===== src/design/aqc_pkg.sv =====
// Shared types, field widths, codes and default sizes for the admission queue controller.
package aqc_pkg;

	// Fixed field widths of the item channels and the configuration register.
	localparam int OP_W       = 2;
	localparam int ID_FIELD_W = 16;
	localparam int OUTCOME_W  = 3;
	localparam int COUNT_W    = 5;
	localparam int CFG_W      = 5;

	// Default sizes handed to the top-level parameters.
	localparam int AQC_QUEUE_DEPTH  = 16;
	localparam int AQC_ACTIVE_SLOTS = 16;
	localparam int AQC_ID_BITS      = 16;

	localparam logic [CFG_W-1:0] MAX_ACTIVE_RESET = CFG_W'(4);

	// Operation codes of an input item.
	typedef enum logic [OP_W-1:0] {
		OP_EXECUTE = 2'd0,
		OP_FINISH  = 2'd1,
		OP_STOP    = 2'd2,
		OP_UNUSED  = 2'd3
	} op_t;

	// Outcome codes of a result item.
	typedef enum logic [OUTCOME_W-1:0] {
		OUT_GRANTED    = 3'd0,
		OUT_QUEUED     = 3'd1,
		OUT_REFUSED    = 3'd2,
		OUT_RELEASED   = 3'd3,
		OUT_UNKNOWN    = 3'd4,
		OUT_STOP_TAKEN = 3'd5,
		OUT_IGNORED    = 3'd6,
		OUT_QUEUE_FULL = 3'd7
	} outcome_t;

	// Priority chain passed from one slot cell to the next.
	typedef struct packed {
		logic match_taken;
		logic free_taken;
	} slot_chain_t;

	// Commands broadcast to every slot cell.
	typedef struct packed {
		logic release_en;
		logic grant_en;
	} slot_ctrl_t;

endpackage


===== src/design/aqc_slot_cell.sv =====
// One entry of the active table: holds a running id and takes part in the search chains.
module aqc_slot_cell import aqc_pkg::*; #(
	parameter int IDW = AQC_ID_BITS
) (
	input  logic           clk,
	input  logic           arst_n,
	input  slot_ctrl_t     ctrl,
	input  logic [IDW-1:0] key_id,
	input  logic [IDW-1:0] grant_id,
	input  slot_chain_t    chain_in,
	output slot_chain_t    chain_out,
	output logic           valid
);

	logic           valid_q;
	logic [IDW-1:0] id_q;
	logic           match_here;
	logic           release_hit;
	logic           free_here;
	logic           grant_hit;

	// The first matching cell in the row releases; the first free cell takes a grant.
	assign match_here  = valid_q && (id_q == key_id);
	assign release_hit = ctrl.release_en && match_here && !chain_in.match_taken;
	assign free_here   = !valid_q || release_hit;
	assign grant_hit   = ctrl.grant_en && free_here && !chain_in.free_taken;

	assign chain_out.match_taken = chain_in.match_taken || match_here;
	assign chain_out.free_taken  = chain_in.free_taken || free_here;
	assign valid                 = valid_q;

	// Occupancy flag.
	always_ff @(posedge clk or negedge arst_n) begin
		if (!arst_n) begin
			valid_q <= 1'b0;
		end else if (grant_hit) begin
			valid_q <= 1'b1;
		end else if (release_hit) begin
			valid_q <= 1'b0;
		end
	end

	// Stored id, meaningful only while the slot is occupied.
	always_ff @(posedge clk) begin
		if (grant_hit) begin
			id_q <= grant_id;
		end
	end

endmodule


===== config.mk =====
export PLATFORM = sky130hd
export DESIGN_NAME = aqc_slot_cell
export DESIGN_NICKNAME = d
export VERILOG_FILES = /design/src/design/aqc_pkg.sv /design/src/design/aqc_slot_cell.sv
export SDC_FILE = /design/constraint.sdc
export NUM_CORES = 1
export LEC_CHECK = 0
export BUFFER_PORTS_ARGS = -buffer_cell sky130_fd_sc_hd__buf_2
export CAP_MARGIN = 30
export CORE_UTILIZATION = 40
export DETAILED_ROUTE_END_ITERATION = 8
export PLACE_DENSITY = 0.72
export SLEW_MARGIN = 20
export SYNTH_ARGS = -nofsm -noshare
export SYNTH_HDL_FRONTEND = slang
export SYNTH_SLANG_ARGS = --single-unit
export TNS_END_PERCENT = 1

===== constraint.sdc =====
create_clock -name clk -period 5.42 [get_ports clk]
set_clock_uncertainty 0.1 [all_clocks]
set_input_delay 0.271 -clock clk [delete_from_list [all_inputs] [get_ports clk]]
set_output_delay 0.271 -clock clk [all_outputs]
set_load 0.01 [all_outputs]

Yosys cells after proc, flatten, opt, wreduce, memory -nomap -nowiden. Index checks and enable logic that the tools add are counted.

Latch bits: 0. ROM bits: 0. Logic and storage cells: 17. Memories kept: 0. Input bits: 38. Bits in registers: 17. Bits in writable memories: 0. Output and inout bits: 3.

Divide/modulo/power cells: 0. Multiplexer cells: 2. Multipliers: 0. Reduce and logical (&&, ||, !) cells: 12. Order comparisons: 0. Shift-type cells: 0. Add/subtract/negate cells: 0. Bitwise operators: 0. Equal/unequal tests: 1.

Operators with widths (number): $eq A16 B16 Y1 (1); $logic_and A1 B1 Y1 (5); $logic_not A1 Y1 (3); $logic_or A1 B1 Y1 (3); $mux W1 (2); $reduce_bool A2 Y1 (1).

Logic depth before layout (Yosys ltp).
Depth in word-level cells: 8. Depth in mapped cells: 4. Mapped depth without buffers: 4.

Worst setup path before layout. Ideal clock, no wire load.

Path kind: flip-flop to flip-flop. Start point: reg id_q[0]. End point: reg id_q[0] (enable). Path buffers: 0. Arrival time: 2353 ps. Setup time: 416 ps. Clock period less this slack: 2869 ps. Stages on the path, launching flop included: 5. Slack: 2551 ps. Required time: 4904 ps. Cells stage by stage: edfxtp_1 -> xor2_1 -> nor4_2 -> o2111ai_2 -> o32ai_1.

Cells in the longest elaborated chain, start to end: 7.

Ends and longest elaborated chain: start, declared (RTL line aqc_slot_cell.sv:16) `logic [IDW-1:0] id_q;`; start signal, assigned (RTL line aqc_slot_cell.sv:46) `id_q <= grant_id;`; $eq A16 B16 Y1 (RTL line aqc_slot_cell.sv:23) `assign match_here = valid_q && (id_q == key_id);`; $logic_and A1 B1 Y1 (RTL line aqc_slot_cell.sv:23); $logic_and A1 B1 Y1 (2 in a row) (RTL line aqc_slot_cell.sv:24) `assign release_hit = ctrl.release_en && match_here && !chain_in.match_taken;`; $logic_or A1 B1 Y1 (RTL line aqc_slot_cell.sv:25) `assign free_here = !valid_q || release_hit;`; $logic_and A1 B1 Y1 (2 in a row) (RTL line aqc_slot_cell.sv:26) `assign grant_hit = ctrl.grant_en && free_here && !chain_in.free_taken;`; named net grant_hit (RTL line aqc_slot_cell.sv:20) `logic grant_hit;`.

The timed path passes the listed nets, and every way through them passes these cells. A chain may end at the register's enable or synchronous reset.

Final worst setup path.
Start point: reg id_q[7]. End point: reg id_q[0] (enable).

Same word-level chain as after synthesis.

==> impl_results.md <==
- Setup-violating endpoint count in the final report: 0
- Critical-path cell with the highest stage delay: o32ai_2
- Leakage power of the design: 0.434 nW
- Drt pass-1 iters: 4
- Proportion of layout cells with a drive suffix above 1: 50.0%
- Worst setup SP type: flip-flop
- Overflow left after global routing: 0
- Synthesis Warnings: 0
- Mean area per synthesized cell: 14.9 µm²
- WHS Endpoint: id_q[4]
- Power density over cell area: 218 nW/µm²
- Count of final hold-check violations: 0
- Crit end category: flip-flop
- H-tree lvl count: 1
- Max Freq: between 400 and 500 MHz
- Inst Count DP: 118
- Worst-case reg-to-reg path depth: 4
- Layout Area Growth over Synthesis: 37.1%
- Portion of netlist area occupied by mux cells: 0%
- Largest family of logic cells by synthesized area: XOR/XNOR gates
- Core Region: 1760 µm²
- Number of vias per cell after detailed routing: between 4 and 5
- Clock Tree Root: clkbuf_4
- Largest stage delay, worst path: 0.63 ns
- Initial antenna violation count: 0
- Arrival @ worst endpoint: 2.24 ns
- Max clock buf depth: 2
- Post-Layout Cell Count: 123
- Worst r2r src: id_q[7]
- Floorplan die area: 2120 µm²
- Floorplan row count: 15
- Clock tree sinks: 17
- Half-perimeter wire length after detailed placement: 1.10 mm
- Synth Register Bits: 17
- Critical hold path startpoint: grant_id[4]
- Vias: around 560
- Sum of routed wire length over all layers: 1.29 mm
- Port Buf Inserts: 40
- Clock tree from TritonCTS: done
- Fraction of the mapped netlist area in simple logic gates: under 10%
- Number of global-route vias before repair: 516
- Cells traversed along the worst timing path: a222oi_1 > nand3_1 > o32ai_2 > buf_6
- Iteration-0 DRC Markers: 11
- R2r setup slk: 3.08 ns
- Required time at the worst-slack endpoint: around 5.3 ns
- Worst setup margin: just over 3 ns
- Setup repair after global routing missed its margin: false
- Final total negative setup slack: 0 ns
- Horizontal extent of the die: 46.0 µm
- Clock period minus final worst setup slack: 2.34 ns
- Total clock buffers created by CTS: 3
- Post-detailed-route wirelength per cell: 10.5 µm
- Starting density of the core: 44.0%
- DRT antenna net count: 0
- Part of the cycle the worst path needs: 43.1%
- Cells on Worst Hold Path: 1
- HP Class: in2reg
- Critical path class: reg2reg
- Share of synthesized area occupied by flip-flops and latches: 65.2%
- Synthesized instance count: 52
- Count of unresolved DRC violations after routing: 0
- Wire length of the first global-routing pass: 1.94 mm
- Die Y-Extent: 46.0 µm
- # nets final: approximately 140
- IR drop worst, VDD: 0.000204 V
- Count of inserted antenna diode cells: 0
- Pre-CTS WS: roughly 3.1 ns
- Count of distinct cell types in the synthesized netlist: 19
- Count of instances resized after the clock tree is built: 0
- Run status: finished clean
- Endpoint of the worst-slack reg-to-reg timing path: id_q[0]
- Share of synthesized cell area in full adder, half adder and majority cells: 0%
- Kind of cell with the highest combined delay on the critical path: compound AO/OA/AOI/OAI gates
- FILL cells: 153
- Maximum number of pins on one net before global-route repair: 11
- Synthesized Nets: 90
- Register clock-pin slew on the reported worst setup and hold paths: 0.10 ns
- Share of the synthesized area in compound gates (AO/OA/AOI/OAI): 9.03%
- Overall routing resource usage: 13.4%
- Area of the mapped netlist: 776 µm²
- Insertion delay of the later-clocked pin in the worst-skew pair: 0.28 ns
- Routability-driven placement congestion ratio: 0.713
- Worst-Margin Slew: 0.637 ns
- Relative slew slack: 57.5%
- Critical Path Fanout Max: 9
- Pins over their slew limit: 0
- Count of boundary I/O pins: 41
- Xor-xnor portion of the synthesized cell area: 14.7%
- Number of buffer and inverter stages on the critical path: 1
- Max cap viols: 0
power by group:
group | internal, mW | switching [mW] | total (mW) | leakage (nW)
registers | 0.143 | 0.000000790 | 0.143 | 0.152
logic | 0.0147 | 0.0101 | 0.0248 | 0.264
clock network | 0.0274 | 0.0361 | 0.0635 | 0.0177
total | 0.185 | 0.0462 | 0.232 | 0.434
cell type report:
| class | instances | area, µm² | share of cell area [%] |
|---|---|---|---|
| clock buffers | 3 | 22.5 | 2.12 |
| clock inverters | 1 | 5.00 | 0.471 |
| inverters | 4 | 15.0 | 1.41 |
| multi-input cells | 31 | 263 | 24.7 |
| flip-flops and latches | 17 | 505 | 47.5 |
| well taps | 25 | 31.3 | 2.94 |
| repair buffers | 42 | 221 | 20.8 |
placed cells by master, fill, tap and decap left out:
cell | netlist | final
inv_1 | 4 | 4
o2111a_1 | 1 | 1
clkbuf_4 | 0 | 3
nand2b_1 | 1 | 1
nor4_2 | 2 | 2
nand3_1 | 1 | 1
nand4_1 | 1 | 1
dlygate4sd3_1 | 0 | 1
clkinv_2 | 0 | 1
edfxtp_1 | 16 | 16
o211ai_1 | 1 | 1
o32ai_2 | 0 | 1
nand2_1 | 3 | 3
o21bai_1 | 1 | 1
dfrtp_1 | 1 | 1
o32a_1 | 1 | 1
buf_6 | 0 | 1
xnor2_1 | 2 | 2
o2111ai_2 | 1 | 1
nor2b_1 | 2 | 2
xor2_1 | 11 | 11
nor3_1 | 1 | 1
a222oi_1 | 1 | 1
buf_2 | 0 | 40
how the worst max path moves through the flow:
stage                     cells past startpoint  startpoint  slack, ns        to
after floorplan                               4     id_q[0]       2.55   id_q[0]
after global placement                        5   key_id[0]       2.85   id_q[6]
after detailed placement                      4     id_q[7]       3.08   id_q[0]
after CTS                                     4     id_q[7]       3.07   id_q[0]
after global routing                          4     id_q[7]       2.92  id_q[11]
final                                         4     id_q[7]       3.08   id_q[0]
per-stage QoR:
| step | util, % | instance area, µm² | total power, mW | hold WS (ns) |
|---|---|---|---|---|
| after floorplan | - | 776 | 0.155 | -0.125 |
| after global placement | 57.5 | 1010 | 0.170 | -0.0495 |
| after detailed placement | 58.2 | 1030 | 0.171 | -0.0479 |
| after CTS | 60.3 | 1060 | 0.234 | 0.0478 |
| after global routing | 60.3 | 1060 | 0.242 | 0.0340 |
| final | 60.3 | 1060 | 0.232 | 0.0556 |
registers in the layout, summed over array words and instances (netlist names):
| name | flops |
|---|---|
| id_q | 16 |
| valid | 1 |
cell usage after synthesis:
cell	number	share of area, %
nand2b_1	1	0.81
inv_1	4	1.9
o32ai_1	1	1.1
nand4_1	1	0.81
nor3_1	1	0.64
o211ai_1	1	0.97
edfxtp_1	16	62
o2111a_1	1	1.5
nor2b_1	2	1.6
xnor2_1	2	2.3
o21bai_1	1	0.97
nor4_2	2	3.2
nand3_1	1	0.64
o32a_1	1	1.3
o2111ai_2	1	1.9
nand2_1	3	1.5
a222oi_1	1	1.3
dfrtp_1	1	3.2
xor2_1	11	12
worst reg2reg max path: cells and delay by family (launching register included):
family	cells	cell delay [ns]
flip-flops	1	0.43
buffers and inverters	1	0.23
AND/OR/NAND/NOR	1	0.22
AO/OA/AOI/OAI	2	1.08
timing repair:
action                                 4_1_cts  5_1_grt
setup buffers                                0        0
endpoints found under the hold margin        1        0
hold buffers                                 1        0
routing by layer:
metal / wire length [µm] / global-route usage [%] / share of wire [%]
met5: 0 / 0 / 0
met4: 12 / 8.82 / 0.93
met2: 651 / 23.1 / 51
met3: 99 / 1.59 / 7.7
met1: 525 / 15.5 / 41
kinds of logic after synthesis:
family / count (synthesis)
compound gates: 7
xor+xnor: 13
buf+inv: 4
flops: 17
simple gates: 11
(Power assumes the default switching activity.)
