==> config.mk <==
export PLATFORM = sky130hd
export DESIGN_NAME = aqc_wait_queue
export DESIGN_NICKNAME = d
export VERILOG_FILES = /design/src/design/aqc_pkg.sv /design/src/design/aqc_wait_queue.sv
export SDC_FILE = /design/constraint.sdc
export NUM_CORES = 1
export LEC_CHECK = 0
export BUFFER_PORTS_ARGS = -buffer_cell sky130_fd_sc_hd__buf_2
export CORE_ASPECT_RATIO = 1.4
export CORE_UTILIZATION = 37
export CTS_BUF_LIST = sky130_fd_sc_hd__clkbuf_16
export DETAILED_ROUTE_END_ITERATION = 10
export PLACE_DENSITY = 0.54
export SYNTH_ARGS = -nofsm -noshare
export SYNTH_HDL_FRONTEND = slang
export SYNTH_SLANG_ARGS = --single-unit
==> constraint.sdc <==
create_clock -name clk -period 3.1 [get_ports clk]
set_clock_uncertainty 0.05 [all_clocks]
set_input_delay 0 -clock clk [delete_from_list [all_inputs] [get_ports clk]]
set_output_delay 0 -clock clk [all_outputs]
set_load 0.02 [all_outputs]
==> src/design/aqc_pkg.sv <==
// Shared types, field widths, codes and default sizes for the admission queue controller.
package aqc_pkg;

	// Fixed field widths of the item channels and the configuration register.
	localparam int OP_W       = 2;
	localparam int ID_FIELD_W = 16;
	localparam int OUTCOME_W  = 3;
	localparam int COUNT_W    = 5;
	localparam int CFG_W      = 5;

	// Default sizes handed to the top-level parameters.
	localparam int AQC_QUEUE_DEPTH  = 16;
	localparam int AQC_ACTIVE_SLOTS = 16;
	localparam int AQC_ID_BITS      = 16;

	localparam logic [CFG_W-1:0] MAX_ACTIVE_RESET = CFG_W'(4);

	// Operation codes of an input item.
	typedef enum logic [OP_W-1:0] {
		OP_EXECUTE = 2'd0,
		OP_FINISH  = 2'd1,
		OP_STOP    = 2'd2,
		OP_UNUSED  = 2'd3
	} op_t;

	// Outcome codes of a result item.
	typedef enum logic [OUTCOME_W-1:0] {
		OUT_GRANTED    = 3'd0,
		OUT_QUEUED     = 3'd1,
		OUT_REFUSED    = 3'd2,
		OUT_RELEASED   = 3'd3,
		OUT_UNKNOWN    = 3'd4,
		OUT_STOP_TAKEN = 3'd5,
		OUT_IGNORED    = 3'd6,
		OUT_QUEUE_FULL = 3'd7
	} outcome_t;

	// Priority chain passed from one slot cell to the next.
	typedef struct packed {
		logic match_taken;
		logic free_taken;
	} slot_chain_t;

	// Commands broadcast to every slot cell.
	typedef struct packed {
		logic release_en;
		logic grant_en;
	} slot_ctrl_t;

endpackage

==> src/design/aqc_wait_queue.sv <==
// Circular FIFO of waiting requester ids with a registered head read.
module aqc_wait_queue import aqc_pkg::*; #(
	parameter int DEPTH = AQC_QUEUE_DEPTH,
	parameter int IDW   = AQC_ID_BITS
) (
	input  logic                       clk,
	input  logic                       arst_n,
	input  logic                       push,
	input  logic [IDW-1:0]             push_data,
	input  logic                       pop,
	output logic [$clog2(DEPTH+1)-1:0] fill,
	output logic [IDW-1:0]             head_data
);

	localparam int PTR_W = $clog2(DEPTH);
	localparam int CNT_W = $clog2(DEPTH + 1);
	localparam int SUM_W = CNT_W + 1;

	logic [IDW-1:0]   mem_q [DEPTH];
	logic [IDW-1:0]   rd_q;
	logic [PTR_W-1:0] head_q;
	logic [CNT_W-1:0] fill_q;
	logic [SUM_W-1:0] tail_sum;
	logic [PTR_W-1:0] tail;

	// Tail slot is head plus fill, wrapped once.
	always_comb begin
		tail_sum = SUM_W'(head_q) + SUM_W'(fill_q);
		if (tail_sum >= SUM_W'(DEPTH)) begin
			tail = PTR_W'(tail_sum - SUM_W'(DEPTH));
		end else begin
			tail = PTR_W'(tail_sum);
		end
	end

	// Storage with one write port and a registered read of the head slot.
	always_ff @(posedge clk) begin
		if (push) begin
			mem_q[tail] <= push_data;
		end
		rd_q <= mem_q[head_q];
	end

	// Head pointer and fill level.
	always_ff @(posedge clk or negedge arst_n) begin
		if (!arst_n) begin
			head_q <= '0;
			fill_q <= '0;
		end else begin
			if (pop) begin
				head_q <= (head_q == PTR_W'(DEPTH - 1)) ? '0 : head_q + 1'b1;
			end
			fill_q <= fill_q + CNT_W'(push) - CNT_W'(pop);
		end
	end

	assign fill      = fill_q;
	assign head_data = rd_q;

endmodule

; ---- After elaboration in Yosys (flattened, before gate mapping)
; Memories as Yosys holds them, arrays and structs flattened. A register that Yosys moved wholly into a read port is not among the register bits.
; Cells that the tools add are included.
[word_totals]
romBits = 0
out_inout_bits = 21
ram_bits = 256
input_bits = 20
word_cells = 14
ff_bits = 9
mem_count = 1
latch_bits = 0
[mem_list]
columns = memory, words, word_bits, rd, rd_clocked_by_memory_dff, wr, line_no
row1 = mem_q, 16, 16, 1, 1, 1, aqc_wait_queue.sv:19  ; logic [IDW-1:0] mem_q [DEPTH];
[classes]
addsub = 5
eq_ne = 1
muxes = 4
bitwise_logic = 0
reduce_logical = 0
div_mod_pow = 0
shifts = 0
multipliers = 0
order_cmp = 1
[ops]
columns = op, n
row1 = 2-to-1 mux 4 bit, 2
row2 = adder 4 x 5 -> 6 bit, 1
row3 = "greater-or-equal comparator 6 x 5 -> 1 bit, second input constant", 1
row4 = adder 5 x 1 -> 5 bit, 1
row5 = subtractor 5 x 1 -> 5 bit, 1
row6 = "adder 4 x 1 -> 4 bit, second input constant", 1
row7 = "equality test 4 bit, second input constant", 1
row8 = "subtractor 4 x 1 -> 4 bit, second input constant", 1
row9 = 2-to-1 mux 1 bit, 2

; ---- Logic depth before layout (Yosys ltp)
; Gate-level depths: netlist (run 1).
[logic_depth]
ltp_word = 3
ltp_mapped = 8
ltp_nobuf = 8

; ---- Worst setup path before layout (run 1)
; Ideal clock, no wire load.
[synth_timing]
path_kind = register to register
from = reg fill_q[0] (netlist: fill[0])
to = mem mem_q[0][0] (netlist bit), enable pin
path_buffers = 0
period_less_slack_ps = 3289
t_required_ps = 2641
setup_time_ps = 409
slack_ps = -189
arrival_ps = 2830
path_stages_with_launch = 5
cell_sequence = dfrtp_1 ha_1 fa_1 or3b_2 nor3_1
[synth_via]
elab_chain_cells = 3
elab_cells_between_ends = 4
classes_between = add/sub (2) / order compare (1) / mux (1)
[synth_rtl]
columns = item, line_no
row1 = start: declaration, aqc_wait_queue.sv:22  ; logic [CNT_W-1:0] fill_q;
row2 = start signal: assignment, aqc_wait_queue.sv:53  ; fill_q <= fill_q + CNT_W'(push) - CNT_W'(pop);
row3 = adder 4 x 5 -> 6 bit *, aqc_wait_queue.sv:28  ; tail_sum = SUM_W'(head_q) + SUM_W'(fill_q);
row4 = greater-or-equal comparator 6 x 5 -> 1 bit / subtractor 4 x 1 -> 4 bit (equally long branches), "aqc_wait_queue.sv:29, aqc_wait_queue.sv:30"
row5 = 2-to-1 mux 4 bit *, aqc_wait_queue.sv:29  ; if (tail_sum >= SUM_W'(DEPTH)) begin
row6 = end: declaration, aqc_wait_queue.sv:19
; Every way passes the cells marked *; elsewhere a longest branch is shown, timed or not.

; ---- Final worst setup path (run 1)
[layout_timing]
from = reg head_q[1]
to = mem mem_q[1][5] (netlist bit), enable pin
[layout_via]
elab_chain_cells = 3
elab_cells_between_ends = 4
classes_between = add/sub (2) / order compare (1) / mux (1)
[layout_rtl]
columns = item, line_no
row1 = start: declaration, aqc_wait_queue.sv:21  ; logic [PTR_W-1:0] head_q;
row2 = start signal: assignment, aqc_wait_queue.sv:51  ; head_q <= (head_q == PTR_W'(DEPTH - 1)) ? '0 : head_q + 1'b1;
row3 = adder 4 x 5 -> 6 bit *, aqc_wait_queue.sv:28
row4 = greater-or-equal comparator 6 x 5 -> 1 bit / subtractor 4 x 1 -> 4 bit (equally long branches), "aqc_wait_queue.sv:29, aqc_wait_queue.sv:30"
row5 = 2-to-1 mux 4 bit *, aqc_wait_queue.sv:29
; Marked as above.

==> results of run 1 <==
==> metrics by stage <==
stage	hold WS (ns)	setup TNS, ns	util (%)
global placement	-0.186	0	40.8
global route	0.257	0	44.6
detailed placement	-0.184	0	40.8
CTS	0.238	0	44.6
finish	0.255	0	44.6
floorplan	-0.346	-12.10	-
==> metal layers <==
metal	vias up	global-route usage, %
met5	-	0
met2	103	30.6
met4	0	5.88
li1	2347	-
met1	2636	17.1
met3	39	2.19
==> cell usage in the layout (no fill, tap or decap), types with 4 or more instances in the layout <==
| cell | instances |
|---|---|
| dfxtp_1 | 16 |
| dfrtp_1 | 6 |
| dlygate4sd3_1 | 20 |
| buf_4 | 33 |
| a21oi_1 | 4 |
| xnor2_1 | 7 |
| clkinv_1 | 6 |
| inv_1 | 11 |
| buf_2 | 40 |
| ha_1 | 9 |
| mux4_1 | 4 |
| mux4_2 | 44 |
| clkinv_2 | 4 |
| edfxtp_1 | 256 |
| a22oi_1 | 16 |
| clkbuf_16 | 27 |
| o21ai_1 | 16 |
| a32oi_1 | 16 |
| nor3_2 | 16 |
| bufinv_16 | 4 |
| mux2i_1 | 49 |
==> sequential cells by signal, indices dropped and copies added (netlist names) <==
register   cells
mem_q        256
head_data     16
fill           5
head_q         4
==> worst max-delay path: stages, from the launching register on <==
cell	delay, ns
dfrtp_4	0.50
ha_1	0.28
a21o_1	0.15
a21oi_1	0.24
xor2_1	0.87
nor3_2	0.10
buf_4	0.27
==> cell usage after synthesis, drive strengths merged <==
cell and n:
mux4 48, ha 9, buf 21, nand4 1
dfxtp 16, xor2 3, clkbuf 5, edfxtp 256
a32oi 16, inv 7, nand3b 2, nor3 16
a21oi 4, a22oi 16, and2 1, nand2 3
o21ai 18, dfrtp 9, xnor2 7, mux2i 49
nor2 1, nor2b 1, or3b 1, mux2 1
a21o 3, fa 2, nand3 2
==> kinds of logic (layout without fill, tap and decap cells) <==
| logic type | after synthesis | after routing |
|---|---|---|
| AND/OR/NAND/NOR | 28 | 28 |
| AO/OA/AOI/OAI | 57 | 57 |
| flip-flops | 281 | 281 |
| XOR/XNOR | 10 | 10 |
| buffers and inverters | 33 | 150 |
| adder cells (fa/ha/maj) | 11 | 11 |
| multiplexers | 98 | 98 |
==> area by class of cell <==
| type | instances | area, sq um |
|---|---|---|
| Fill cell | 2414 | 15800 |
| Sequential cell | 281 | 8240 |
| Multi-Input combinational cell | 204 | 2460 |
| Clock buffer | 27 | 676 |
| Timing Repair Buffer | 94 | 668 |
| Tap cell | 375 | 469 |
| Clock inverter | 22 | 211 |
| Inverter | 7 | 26.3 |
==> report_power, final <==
group	internal (mW)	leakage (nW)	switching [mW]	total (mW)
Clock	1.92	0.448	1.35	3.26
Sequential	5.22	2.55	0.241	5.47
Combinational	1.50	1.31	2.62	4.11
==> repair_timing <==
item	in CTS	in global routing
hold buffers	20	0
endpoints found under the setup margin	0	0
hold endpoints to repair	271	0
==> how the worst min path moves through the flow <==
stage | from | endpoint | slack, ns | cells past startpoint
after floorplan | arst_n | fill[0]$_DFF_PN0_ | -0.35 | 0
after global placement | arst_n | fill[1]$_DFF_PN0_ | -0.19 | 1
after CTS | pop | head_q[0]$_DFFE_PN0P_ | 0.24 | 3
final | pop | head_q[0]$_DFFE_PN0P_ | 0.25 | 3
after detailed placement | arst_n | fill[3]$_DFF_PN0_ | -0.18 | 1
after global routing | push | fill[0]$_DFF_PN0_ | 0.26 | 3
==> flow_summary.yaml, run 1 <==
clocking:
  cts_num_sinks: 281
  tritoncts: "done"
  cts_resized: 0
  clockRootBuffer: "clkbuf_16"
  clock_path_buffers: 3
  path_clk_slew_ns: 0.06
  cts_inserted_buffers: 27
  clkLatencyLatePin_ns: 0.53
  post_cts_buffers: 0
  htree_levels: 1
timing:
  worst_pin_slew_ns: 1.17
  setup_viol: 0
  final-max-slew-violation-count: 0
  fin_crit_ns: 2.73
  rsz0062_at_grt: "false"
  min_period_over_period_pct: 88.1
  slew_headroom_pct: 21.5
  hold_violations: 0
  setup_ws_ns: 0.368
  max_freq_mhz: 366
finish:
  instances_no_fill: 1010
  syn2layout_area_growth_pct: 17.9
  drive_above_1_share_pct: 28.0
  design_area_sq_um: 12800
  layout.nets: 646
  diodes: 0
placement:
  placed_cells: 941
  placed_area_sq_um: 11700
  io_buffers: 40
  gp_congestion: 0.750
  dp_hpwl_microns: 15000
  place_ws_ns: 0.322
worst_setup_path:
  critPathLaunch: "head_q[1]$_DFFE_PN0P_"
  critPathKind: "reg2reg"
  r2r_end: "mem_q[1][5]$_DFFE_PP_"
  r2r_cells: 6
  cp.arrival_ns: 2.95
  regToRegStartpoint: "head_q[1]$_DFFE_PN0P_"
  cp-end-kind: "register"
  cp_max_fo: 16
  endpoint: "mem_q[1][5]$_DFFE_PP_"
  r2r_slack_ns: 0.37
  required_ns: 3.32
  startpoint_type: "register"
run:
  maxCapViolCount: 0
min_path:
  hold_path_class: "in2reg"
synthesis:
  synth_cell_types: 33
  synth-xor-area-share_pct: 0.810
  syn-num-nets: 549
  synth_simple_gate_area_share_pct: 1.37
  ys_ff_latch: 281
  synthMuxAreaShare_pct: 14.8
  ys_top_cells_by_area: "edfxtp_1, mux4_2, mux2i_1"
  syn_area_sq_um: 10800
  synth_compound_area_share_pct: 3.63
  ys_seq_area_share_pct: 76.1
  synth_top_area_share_pct: 71.1
  avgSynthCellArea_sq_um: 20.9
  synthAdderAreaFrac_pct: 1.41
  ys_warn_count: 0
  synth_area_leader_cell: "edfxtp_1"
  synth_top_family_by_area: "multiplexers"
  syn_inst: 518
drt:
  vias: 5125
  drt_first_pass_iters: 4
  routed_wl_microns: 22800
  met3_length_microns: 756
  top_layer: "met4"
  wl_met2_microns: 12800
  via_per_inst: 5.07
  drtIter0Drc: 293
  drc: 0
  antenna_left: 0
  drt-met1-wl_microns: 8580
  wl_per_cell_microns: 22.5
global_routing:
  gr-total-overflow: 0
  grt_pass1_wl_microns: 34100
  grt_pass1_vias: 5476
  antenna_found_initial: 0
  track_usage_pct: 15.7
  grt_max_degree: 85
pwr:
  p_leak_nw: 4.31
  total_power_mw: 12.8
  irDropWorstVdd_mv: 0.491
  powerDensity_nw_per_um2: 1010
die:
  rows: 73
  dieArea_sq_um: 29900
  dieHeight_microns: 204
  core_sq_um: 28600
  die_w_microns: 146
  initial_core_util_pct: 37.8
  io_pins: 41
run_status:
  outcome: "complete, no violations"
Power figures use the tool's default switching activity.
==> run 2, diff against run 1 <==
--- a/config.mk
+++ b/config.mk
@@ -5,6 +5,7 @@
 export SDC_FILE = /design/constraint.sdc
 export NUM_CORES = 1
 export LEC_CHECK = 0
+export ABC_AREA = 1
 export BUFFER_PORTS_ARGS = -buffer_cell sky130_fd_sc_hd__buf_2
 export CORE_ASPECT_RATIO = 1.4
 export CORE_UTILIZATION = 37
==> run 2 against run 1 <==
Register-to-register slack gained 0.28 ns. Final cell count rose by 72%. Via count is 55% higher. Critical endpoint is now mem_q[3][8]$_DFFE_PP_. Count of clock-buffer cells in the layout is the same. Worst hold slack better by 0.024 ns. Sequential share of layout area fell by 6.0 points.
==> flow_summary.yaml, run 2 <==
run_status:
  outcome: "complete, no violations"
die:
  io_pins: 41
  die_w_microns: 155
  dieArea_sq_um: 33500
  initial_core_util_pct: 37.6
  dieHeight_microns: 216
  core_sq_um: 32300
  rows: 78
finish:
  layout.nets: 1307
  largest_reg_flops: 256
  design_area_sq_um: 14100
  layout_commonest_cell: "nand2_1"
  syn2layout_area_growth_pct: 15.8
  drive_above_1_share_pct: 10.0
  instances_no_fill: 1737
  fill_cells: 3068
  final_cell_mix: "nand2_1, inv_1, edfxtp_1"
  diodes: 0
  largest-register: "mem_q"
placement:
  gp_congestion: 0.835
  dp_hpwl_microns: 18700
  io_buffers: 40
  placed_cells: 1667
  place_ws_ns: 0.659
  placed_area_sq_um: 13000
global_routing:
  grt_pass1_vias: 7594
  grt_pass1_wl_microns: 45500
  track_usage_pct: 18.3
  gr-total-overflow: 0
  antenna_found_initial: 0
  grt_max_degree: 131
synthesis:
  synth_cell_types: 23
  synthMuxAreaShare_pct: 0
  ys_ff_latch: 281
  synth_simple_gate_area_share_pct: 20.2
  synth_compound_area_share_pct: 0.206
  synthAdderAreaFrac_pct: 1.26
  ys_warn_count: 0
  synth_most_common_cell: "nand2_1"
  ys_top_cells_by_area: "edfxtp_1, nand2_1, inv_1"
  syn-num-nets: 1234
  synth.top_cells.by_count: "nand2_1, edfxtp_1, inv_1"
  synth_top_family_by_area: "simple AND/OR/NAND/NOR gates"
  syn_area_sq_um: 12100
  synthFlopType: "edfxtp_1"
  synthArstFlopShare_pct: 3.20
  synth_top_area_share_pct: 63.4
  synth_edf_count: 256
  ys_seq_area_share_pct: 67.9
  avgSynthCellArea_sq_um: 10.1
  synth-xor-area-share_pct: 0.433
  syn_inst: 1203
  synth_area_leader_cell: "edfxtp_1"
timing:
  hold_violations: 0
  fin_crit_ns: 2.45
  setup_viol: 0
  slew_headroom_pct: 48.0
  min_period_over_period_pct: 79.0
  final-max-slew-violation-count: 0
  worst_pin_slew_ns: 0.775
  setup_ws_ns: 0.652
  final.setup.tns_ns: 0
  max_freq_mhz: 409
  rsz0062_at_grt: "false"
worst_setup_path:
  required_ns: 3.28
  cp.arrival_ns: 2.62
  cp-end-kind: "register"
  startpoint_type: "register"
  critPathKind: "reg2reg"
  cp_max_fo: 16
pwr:
  p_leak_nw: 6.25
  powerDensity_nw_per_um2: 957
  irDropWorstVdd_mv: 0.475
  total_power_mw: 13.5
drt:
  via_per_inst: 4.57
  wl_per_cell_microns: 17.1
  drt_first_pass_iters: 5
  antenna_left: 0
  drc: 0
  routed_wl_microns: 29700
  vias: 7931
  drtIter0Drc: 581
clocking:
  path_clk_slew_ns: 0.06
  tritoncts: "done"
  htree_levels: 1
  cts_num_sinks: 281
  clock_path_buffers: 3
  clkLatencyLatePin_ns: 0.55
  clockRootBuffer: "clkbuf_16"
  cts_inserted_buffers: 27
  cts_resized: 0
run:
  maxCapViolCount: 0
min_path:
  hold_path_class: "in2reg"
## run 2: layout make-up
type                    instances  area [sq um]  share of cell area, %
clock buffers                  27           676                   4.81
clock inverters                23           200                   1.42
flip-flops and latches        281          8240                   58.6
repair buffers                 92           691                   4.91
inverters                     259           975                   6.94
well taps                     440           551                   3.92
multi-input cells             615          2720                   19.4
## run 2: metal layers
| layer | wire length, microns | vias up | share of wire (%) | track usage, % |
|---|---|---|---|---|
| met4 | 966 | 0 | 3.3 | 7.66 |
| met5 | 0 | - | 0 | 0 |
| met3 | 1280 | 52 | 4.3 | 1.94 |
| met1 | 12500 | 3746 | 42 | 23.0 |
| li1 | - | 3928 | - | - |
| met2 | 14900 | 205 | 50 | 31.9 |
## run 2: where the power goes
part           leakage (nW)  internal, mW  switching [mW]  total [mW]
clock network         0.437          1.91            1.38        3.29
logic                  3.27          1.37            3.33        4.70
registers              2.55          5.21           0.256        5.47
## run 2: critical path: stages (launching register included)
cell and delay, ns:
dfrtp_4 0.49, ha_1 0.21, fa_1 0.38, xnor2_1 0.30
nand3_1 0.26, nor2_2 0.14, buf_4 0.28
## run 2: per-stage QoR
step | util [%] | hold slack, ns
floorplan | - | -0.346
global placement | 40.2 | -0.182
detailed placement | 40.2 | -0.174
CTS | 43.5 | 0.269
global route | 43.5 | 0.297
finish | 43.5 | 0.278
## run 2: repair_timing
action | CTS | global route
setup buffers | 0 | 0
hold buffers | 20 | 0
endpoints found under the hold margin | 271 | 0
endpoints found under the setup margin | 0 | 0
## run 2: final timing paths
path                                  startpoint               endpoint  slack (ns)  cells after the start
setup / recovery           head_q[0]$_DFFE_PN0P_  mem_q[3][8]$_DFFE_PP_        0.65                      6
hold / removal                              push      fill[0]$_DFF_PN0_        0.28                      3
setup reg to reg           head_q[0]$_DFFE_PN0P_  mem_q[3][8]$_DFFE_PP_        0.65                      6
hold reg to reg                fill[4]$_DFF_PN0_      fill[4]$_DFF_PN0_        0.56                      2
max in group asynchronous                 arst_n  head_q[0]$_DFFE_PN0P_        2.25                      3
min in group asynchronous                 arst_n  head_q[0]$_DFFE_PN0P_        0.41                      3
## run 2: logic make-up (layout without fill, tap and decap cells)
group                    after synthesis  after routing
AO/OA/AOI/OAI                          5              5
XOR/XNOR                               6              6
adder cells (fa/ha/maj)               11             11
buffers and inverters                307            401
flip-flops                           281            281
AND/OR/NAND/NOR                      593            593
==> run 3, diff against run 2 <==
--- a/config.mk
+++ b/config.mk
@@ -11,7 +11,7 @@
 export CORE_UTILIZATION = 37
 export CTS_BUF_LIST = sky130_fd_sc_hd__clkbuf_16
 export DETAILED_ROUTE_END_ITERATION = 10
-export PLACE_DENSITY = 0.54
+export PLACE_DENSITY = 0.52
 export SYNTH_ARGS = -nofsm -noshare
 export SYNTH_HDL_FRONTEND = slang
 export SYNTH_SLANG_ARGS = --single-unit
==> constraint.sdc (replaced) <==
create_clock -name clk -period 2.3 [get_ports clk]
set_clock_uncertainty 0.05 [all_clocks]
set_input_delay 0 -clock clk [delete_from_list [all_inputs] [get_ports clk]]
set_output_delay 0 -clock clk [all_outputs]
set_load 0.02 [all_outputs]
==> run 3 against run 2 <==
Register-to-register slack worse by 0.66 ns. Worst hold slack worse by 0.016 ns. Non-clock buffer count up 36. Largest cell class unchanged. Sequential power up 36%. Sequential cell count unchanged. Core utilization up 2.2 points. Routed wire length up 11%. Setup slack worse by 0.66 ns. Combinational power up 70%. Fmax up 6.0%. The run now ends with negative setup slack left. Global-route usage up 1.9 points.
==> flow_summary.yaml, run 3 (synthesis gave the netlist of run 2 again) <==
run_status:
  outcome: "finished with violations"
  violations: "negative setup slack"
global_routing:
  gr-total-overflow: 0
  antenna_found_initial: 2
  grt_pass1_vias: 8239
  grt_max_degree: 78
  track_usage_pct: 20.2
  grt_pass1_wl_microns: 49300
timing:
  slew_headroom_pct: 57.2
  worst_pin_slew_ns: 0.638
  rsz0062_at_grt: "true"
  setup_viol: 8
  final-max-slew-violation-count: 0
  fin_crit_ns: 2.31
  hold_violations: 0
  final.setup.tns_ns: -0.0559
  setup_ws_ns: -0.00902
  max_freq_mhz: 433
  min_period_over_period_pct: 100
drt:
  drc: 0
  vias: 8230
  drtIter0Drc: 477
  via_per_inst: 4.63
  wl_per_cell_microns: 18.5
  antenna_left: 0
  routed_wl_microns: 32900
  drt_first_pass_iters: 5
pwr:
  powerDensity_nw_per_um2: 1350
  p_clk_share_pct: 22.9
  switching_share_pct: 37.9
  p_seq_share_pct: 37.1
  total_power_mw: 20.0
  internal-power_mw: 12.4
  switchingPower_mw: 7.56
  irDropWorstVdd_mv: 0.590
  power_frac_comb_pct: 40.0
  p_leak_nw: 6.54
clocking:
  tritoncts: "done"
  clockRootBuffer: "clkbuf_16"
  htree_levels: 1
  clkLatencyLatePin_ns: 0.57
  cts_inserted_buffers: 29
  cts_num_sinks: 281
  clock_path_buffers: 3
  path_clk_slew_ns: 0.06
die:
  dieArea_sq_um: 33500
  die_w_microns: 155
  core_sq_um: 32300
  io_pins: 41
  dieHeight_microns: 216
  rows: 78
  initial_core_util_pct: 37.6
placement:
  gp_congestion: 0.791
  placed_cells: 1696
  place_ws_ns: -0.285
  io_buffers: 40
  placed_area_sq_um: 13400
  dp_hpwl_microns: 20500
finish:
  layout.nets: 1345
  largest-register: "mem_q"
  instances_no_fill: 1777
  fill_cells: 3036
  final_cell_mix: "nand2_1, inv_1, edfxtp_1"
  diodes: 0
  syn2layout_area_growth_pct: 21.6
  design_area_sq_um: 14800
  layout_commonest_cell: "nand2_1"
  drive_above_1_share_pct: 13.8
  largest_reg_flops: 256
run:
  maxCapViolCount: 0
worst_setup_path:
  cp-end-kind: "register"
  critPathKind: "reg2reg"
  startpoint_type: "register"
  cp.arrival_ns: 2.53
  cp_max_fo: 8
  required_ns: 2.53
min_path:
  hold_path_class: "in2reg"
## run 3: worst paths after layout
path	from	end	slack, ns	cells after the start
hold / removal	pop	head_q[1]$_DFFE_PN0P_	0.26	3
max in group asynchronous	arst_n	head_q[0]$_DFFE_PN0P_	1.44	3
min in group asynchronous	arst_n	fill[3]$_DFF_PN0_	0.40	3
setup / recovery	head_q[0]$_DFFE_PN0P_	mem_q[6][3]$_DFFE_PP_	-0.009	9
setup reg to reg	head_q[0]$_DFFE_PN0P_	mem_q[6][3]$_DFFE_PP_	-0.009	9
hold reg to reg	fill[4]$_DFF_PN0_	fill[4]$_DFF_PN0_	0.59	2
## run 3: metal layers
layer	wire (microns)	global-route usage [%]
met4	1250	8.61
met3	1140	2.06
met5	0	0
met1	13100	23.8
met2	17500	36.9
## run 3: worst max-delay path, stage by stage (launching register included)
cell and delay, ns:
dfrtp_4 0.49, ha_4 0.17, fa_2 0.33, xnor2_1 0.14
buf_4 0.15, inv_4 0.07, nand3_4 0.10, buf_6 0.15
nor2_4 0.18, clkbuf_16 0.20
## run 3: power by group through the flow
stage               Clock [mW]  Combinational (mW)  Sequential (mW)
finish                    4.57                7.98             7.42
global route              4.81                8.72             7.53
CTS                       4.64                8.03             7.43
detailed placement           0                7.35             7.53
global placement             0                7.35             7.52
floorplan                    0                3.98             7.65
## run 3: stage by stage
step | util (%) | hold slack [ns]
after detailed placement | 41.3 | -0.174
after global placement | 41.3 | -0.179
final | 45.7 | 0.262
after CTS | 45.6 | 0.244
after global routing | 45.7 | 0.266
after floorplan | - | -0.346
## run 3: area by class of cell
type                    count  area [sq um]  area share [%]
flip-flops and latches    281          8240            55.8
multi-input cells         615          2830            19.2
repair buffers            128          1240            8.44
inverters                 259           977            6.62
clock buffers              29           726            4.92
well taps                 440           551            3.73
clock inverters            25           183            1.24
## run 3: what timing repair did
item,CTS,global route
endpoints found under the setup margin,243,132
cloned,3,0
resized for setup,29,8
hold endpoints to repair,270,0
buffers inserted,4,1
pin swaps,7,2
hold buffers,20,0
